$ cat src/hdl/ges_pkg.sv
// Package with the shared types, state codes and fixed-point helpers of the solver.
package ges_pkg;

	localparam logic [63:0] POS_MAX = 64'h7FFF_FFFF_FFFF_FFFF;
	localparam logic [63:0] NEG_MAX = 64'h8000_0000_0000_0000;
	localparam logic [3:0]  ORDER_RESET = 4'd8;

	typedef struct packed {
		logic [63:0] value;
		logic        ovf;
	} fx_res_t;

	typedef enum logic [4:0] {
		ST_IDLE,
		ST_CP_RD,
		ST_CP_WR,
		ST_EL_RD,
		ST_EL_DIV,
		ST_EL_DIVW,
		ST_EL_RRD,
		ST_EL_MUL,
		ST_EL_MULW,
		ST_BS_ACC_RD,
		ST_BS_ACC,
		ST_BS_RD,
		ST_BS_MUL,
		ST_BS_MULW,
		ST_BS_PRD,
		ST_BS_DIV,
		ST_BS_DIVW,
		ST_OUT
	} ges_state_t;

	// Two's-complement magnitude; the most negative value maps to 2^63.
	function automatic logic [63:0] fx_mag(input logic [63:0] x);
		return x[63] ? (64'd0 - x) : x;
	endfunction

	// Applies a sign to a 128-bit magnitude and saturates to 64 bits.
	function automatic fx_res_t fx_sat(input logic neg, input logic [127:0] m);
		fx_res_t r;
		r.ovf = 1'b0;
		if (!neg) begin
			if (|m[127:63]) begin
				r.value = POS_MAX;
				r.ovf   = 1'b1;
			end else begin
				r.value = m[63:0];
			end
		end else begin
			if ((|m[127:64]) || (m[63:0] > NEG_MAX)) begin
				r.value = NEG_MAX;
				r.ovf   = 1'b1;
			end else begin
				r.value = 64'd0 - m[63:0];
			end
		end
		return r;
	endfunction

	// Saturating difference a - b.
	function automatic fx_res_t fx_sub(input logic [63:0] a, input logic [63:0] b);
		fx_res_t     r;
		logic [63:0] d;
		d     = a - b;
		r.ovf = ((a[63] ^ b[63]) & (a[63] ^ d[63]));
		if (r.ovf) begin
			r.value = a[63] ? NEG_MAX : POS_MAX;
		end else begin
			r.value = d;
		end
		return r;
	endfunction

endpackage

$ cat src/hdl/ges_mul.sv
// Iterative fixed-point multiplier built on one 32 by 32 partial-product multiplier.
module ges_mul #(
	parameter int FRAC_BITS = 48
) (
	input  logic        clk,
	input  logic        arst_n,
	input  logic        start,
	input  logic [63:0] a,
	input  logic [63:0] b,
	output logic        done,
	output logic [63:0] res,
	output logic        ovf
);
	import ges_pkg::*;

	logic         busy_q;
	logic [2:0]   step_q;
	logic         neg_q;
	logic [63:0]  ma_q;
	logic [63:0]  mb_q;
	logic [127:0] acc_q;
	logic         done_q;
	logic [63:0]  res_q;
	logic         ovf_q;

	logic [31:0]  pa;
	logic [31:0]  pb;
	logic [63:0]  prod;
	logic [127:0] prod_sh;
	logic [127:0] rnd_mag;
	fx_res_t      fin;

	// Step order: low*low, high*low, low*high, high*high.
	always_comb begin
		pa      = step_q[0] ? ma_q[63:32] : ma_q[31:0];
		pb      = step_q[1] ? mb_q[63:32] : mb_q[31:0];
		prod    = pa * pb;
		case (step_q)
			3'd0:    prod_sh = {64'd0, prod};
			3'd3:    prod_sh = {prod, 64'd0};
			default: prod_sh = {32'd0, prod, 32'd0};
		endcase
		// Truncation toward minus infinity: negative results round up in magnitude.
		rnd_mag = (acc_q >> FRAC_BITS)
			+ {127'd0, (neg_q && (|acc_q[FRAC_BITS-1:0]))};
		fin     = fx_sat(neg_q, rnd_mag);
	end

	always_ff @(posedge clk or negedge arst_n) begin
		if (!arst_n) begin
			busy_q <= 1'b0;
			step_q <= '0;
			done_q <= 1'b0;
		end else begin
			done_q <= 1'b0;
			if (start) begin
				busy_q <= 1'b1;
				step_q <= '0;
			end else if (busy_q) begin
				if (step_q == 3'd4) begin
					busy_q <= 1'b0;
					done_q <= 1'b1;
				end else begin
					step_q <= step_q + 3'd1;
				end
			end
		end
	end

	always_ff @(posedge clk) begin
		if (start) begin
			neg_q <= a[63] ^ b[63];
			ma_q  <= fx_mag(a);
			mb_q  <= fx_mag(b);
			acc_q <= '0;
		end else if (busy_q) begin
			if (step_q == 3'd4) begin
				res_q <= fin.value;
				ovf_q <= fin.ovf;
			end else begin
				acc_q <= acc_q + prod_sh;
			end
		end
	end

	assign done = done_q;
	assign res  = res_q;
	assign ovf  = ovf_q;
endmodule

$ cat config.mk
export PLATFORM = sky130hd
export DESIGN_NAME = ges_mul
export DESIGN_NICKNAME = d
export VERILOG_FILES = /design/src/hdl/ges_pkg.sv /design/src/hdl/ges_mul.sv
export SDC_FILE = /design/constraint.sdc
export NUM_CORES = 2
export LEC_CHECK = 0
export BUFFER_PORTS_ARGS = -buffer_cell sky130_fd_sc_hd__buf_2
export CAP_MARGIN = 10
export CORE_MARGIN = 1.5
export CORE_UTILIZATION = 59
export DETAILED_ROUTE_END_ITERATION = 6
export PLACE_DENSITY = 0.79
export SKIP_LAST_GASP = 1
export SYNTH_ARGS = -nofsm -noshare
export SYNTH_HDL_FRONTEND = slang
export SYNTH_SLANG_ARGS = --single-unit
$ cat constraint.sdc
create_clock -name clk -period 12.6 [get_ports clk]
set_input_delay 0.63 -clock clk [delete_from_list [all_inputs] [get_ports clk]]
set_output_delay 0.63 -clock clk [all_outputs]
set_load 0.03 [all_outputs]
==> run_summary.xml <==
<?xml version="1.0" encoding="UTF-8"?>
<metrics>
  <group name="outcome">
    <metric name="outcome" unit="">completed</metric>
  </group>
  <group name="clocking">
    <metric name="cts_buffers" unit="">40</metric>
    <metric name="cts_tree" unit="">done</metric>
    <metric name="root_buffer" unit="">clkbuf_16</metric>
    <metric name="cts-root-to-sink-buffers" unit="">3</metric>
    <metric name="clkLatencyLatePin" unit="ps">670</metric>
    <metric name="htreeDepth" unit="">2</metric>
    <metric name="cts.reportedPaths.clkPinSlew" unit="ps">80</metric>
    <metric name="cts.sinks" unit="">327</metric>
  </group>
  <group name="floorplan">
    <metric name="ios" unit="">197</metric>
    <metric name="die_width" unit="µm">321</metric>
    <metric name="core_area" unit="µm²">100000</metric>
    <metric name="initial_core_util" unit="">0.596</metric>
    <metric name="die-area" unit="µm²">103000</metric>
    <metric name="die_h" unit="µm">321</metric>
    <metric name="placementRows" unit="">116</metric>
  </group>
  <group name="yosys">
    <metric name="synth-edff-count" unit="">194</metric>
    <metric name="synth.net_count" unit="">8570</metric>
    <metric name="asyncSetResetFlopFracSynth" unit="">0.0153</metric>
    <metric name="synthesis_stage_register_bit_count" unit="">327</metric>
    <metric name="yosys_warnings" unit="">0</metric>
    <metric name="synth-seq-area-share" unit="">0.142</metric>
    <metric name="synth.cell_area" unit="µm²">59800</metric>
    <metric name="yosys_most_used_dff" unit="">edfxtp_1</metric>
    <metric name="post_synth.cell_area_avg" unit="µm²">8.38</metric>
    <metric name="synth_cells" unit="">7137</metric>
    <metric name="yosys.cell_types.count" unit="">80</metric>
  </group>
  <group name="critical_path">
    <metric name="worstSetupStartpointType" unit="">flip-flop</metric>
    <metric name="regToRegSetupSlack" unit="ps">330</metric>
    <metric name="critical_path_class" unit="">flip-flop to flip-flop</metric>
    <metric name="crit_cells" unit="">49</metric>
    <metric name="crit_path_max_fanout" unit="">12</metric>
    <metric name="timing.critical_path.arrival" unit="ps">12820</metric>
    <metric name="worst_path_dominant_cell_family" unit="">adder cells</metric>
    <metric name="critical_path.reg2reg.endpoint" unit="">acc_q[122]</metric>
    <metric name="path_depth_of_the_worst_reg2reg_path" unit="">49</metric>
    <metric name="rr_startpoint" unit="">step_q[0]</metric>
    <metric name="critical_path_source" unit="">step_q[0]</metric>
    <metric name="crit_end" unit="">acc_q[122]</metric>
    <metric name="crit_path_top_delay_cell" unit="">fa_1</metric>
    <metric name="worst_ep_required_time" unit="ps">13150</metric>
    <metric name="cp.buffers_inverters" unit="">13</metric>
    <metric name="critical_path.endpoint_type" unit="">flip-flop</metric>
    <metric name="critPathMaxStageDelay" unit="ps">600</metric>
  </group>
  <group name="placement">
    <metric name="place_congestion" unit="">1.05</metric>
    <metric name="place_ws" unit="ps">-215</metric>
    <metric name="detailed_place_hpwl" unit="µm">169000</metric>
    <metric name="numPortBuffers" unit="">196</metric>
  </group>
  <group name="job">
    <metric name="max_cap_violations" unit="">0</metric>
  </group>
  <group name="routing">
    <metric name="detailroute.via_count" unit="">54700</metric>
    <metric name="route.detailed.wl_per_inst" unit="µm">24.4</metric>
    <metric name="first_iter_violations" unit="">6842</metric>
    <metric name="wirelength" unit="µm">211000</metric>
    <metric name="detail_route.first_pass.iterations" unit="">6</metric>
    <metric name="final_antenna_net_count" unit="">0</metric>
    <metric name="post-route-drc-count" unit="">0</metric>
    <metric name="vias_per_cell" unit="">6.31</metric>
  </group>
  <group name="global_route">
    <metric name="overflow" unit="">0</metric>
    <metric name="grt_util_all_layers" unit="">0.406</metric>
    <metric name="grt_start_max_net_pins" unit="">83</metric>
    <metric name="grt_first_pass_wirelength" unit="µm">316000</metric>
    <metric name="first_global_vias" unit="">52900</metric>
    <metric name="antenna_violations_before_repair" unit="">4</metric>
  </group>
  <group name="timing">
    <metric name="rsz0062_at_grt" unit="">true</metric>
    <metric name="setup_tns" unit="ps">0</metric>
    <metric name="final_hold_viol_count" unit="">0</metric>
    <metric name="timing_max_transition_violations_final" unit="">0</metric>
    <metric name="worst_slew_pin_slew" unit="ps">1280</metric>
    <metric name="report.final.setup_viol" unit="">0</metric>
    <metric name="final.setup_skew" unit="ps">65.6</metric>
    <metric name="timing.fmax" unit="MHz">81.5</metric>
    <metric name="timing.final.crit_share" unit="">0.974</metric>
    <metric name="setup_ws" unit="ps">329</metric>
    <metric name="slew_headroom" unit="">0.125</metric>
    <metric name="shortest_clock_period_the_worst_path_allows_after_layout" unit="ps">12270</metric>
  </group>
  <group name="finish">
    <metric name="final-seq-area" unit="µm²">8520</metric>
    <metric name="final_layout_size_suffix_gt1_frac" unit="">0.101</metric>
    <metric name="final_nets" unit="">8710</metric>
    <metric name="mostFrequentLayoutCell" unit="">inv_1</metric>
    <metric name="areaGrowthSynthToFinish" unit="%">9.00</metric>
    <metric name="layout.filler_cells" unit="">8282</metric>
    <metric name="multi_input_area" unit="µm²">46500</metric>
    <metric name="layout.cells.most_common_list" unit="">inv_1 (995), fa_1 (896), nor2_1 (843)</metric>
  </group>
  <group name="worst_hold_path">
    <metric name="hold_path_class" unit="">input pin to flip-flop</metric>
  </group>
</metrics>
cell families (layout without fill, tap and decap cells):
family                     after synthesis  count (layout)  synth area share
muxes                                  144             144            0.0256
xor gates and xnor gates               385             385            0.0564
other                                    0               2                 0
buffers and inverters                 1381            1553            0.0869
AOI/OAI and AO/OA                     1264            1264             0.129
adders and majority gates             1302            1302             0.385
and+or+nand+nor                       2334            2334             0.174
DFF                                    327             327             0.142
registers in the layout, summed over array words and instances, names as in the netlist:
signal  count
acc_q     128
busy_q      1
done        1
ma_q       64
mb_q       64
neg_q       1
ovf         1
res        64
step_q      3
stage by stage:
step | cells | util | area (µm²) | hold WS, ps
final | 8668 | 0.650 | 65200 | 196
after global routing | 8666 | 0.650 | 65200 | 206
after CTS | 8662 | 0.647 | 64900 | 194
after detailed placement | 8579 | 0.632 | 63400 | 477
after global placement | 8579 | 0.632 | 63400 | 464
after floorplan | 7137 | - | 59800 | 334
synth_stat cells, drive strengths merged (25+ instances only):
cell    number  share of area
inv        996          0.063
fa         897           0.30
nor2       847          0.053
nand2      820          0.052
a21oi      468          0.039
ha         405          0.085
clkbuf     360          0.023
xnor2      295          0.043
o21ai      271          0.023
edfxtp     194          0.097
dfxtp      128          0.043
a21o       118          0.015
nand4      112          0.012
nand3       95         0.0080
xor2        90          0.013
nor3        85         0.0072
mux2        73          0.014
mux2i       71          0.012
nor4        59         0.0065
o31ai       58         0.0073
and3        56         0.0059
and2        55         0.0058
o21bai      52         0.0065
a31oi       44         0.0046
o22ai       42         0.0044
or3         39         0.0042
or4         37         0.0048
nand2b      35         0.0038
o21a        32         0.0040
and4        25         0.0037
o41ai       25         0.0038
worst min-delay path by stage:
stage	end	slack (ps)	startpoint	cells past startpoint
floorplan	busy_q	330	arst_n	0
global placement	acc_q[7]	460	acc_q[7]	2
detailed placement	acc_q[6]	480	acc_q[6]	2
CTS	mb_q[0]	190	b[0]	1
global route	mb_q[0]	210	b[0]	1
finish	mb_q[0]	200	b[0]	1
cell type report:
cell class              count  share of cell area
diodes                      2           0.0000768
multi-input cells        5429               0.713
flip-flops and latches    327               0.131
clock buffers              46              0.0159
inverters                 997              0.0574
well taps                1357              0.0261
repair buffers            482              0.0507
clock inverters            28             0.00591
timing repair:
action / in CTS / in global routing
setup buffers: 8 / 3
endpoints found under the hold margin: 5 / 0
cloned: 0 / 1
hold buffers: 1 / 0
setup endpoints to repair: 4 / 41
resized for setup: 1 / 56
pin swaps: 0 / 2
metal layers:
metal	track usage	up-vias	share of wire	wire, µm
li1	-	23700	-	-
met3	0.120	790	0.14	28600
met1	0.541	26600	0.38	79700
met5	0.00520	-	0.00074	157
met4	0.213	6	0.065	13800
met2	0.599	3640	0.42	89000
Power is not shown: default switching activity piles up to over one toggle a cycle in this logic, so the estimate is an artifact.
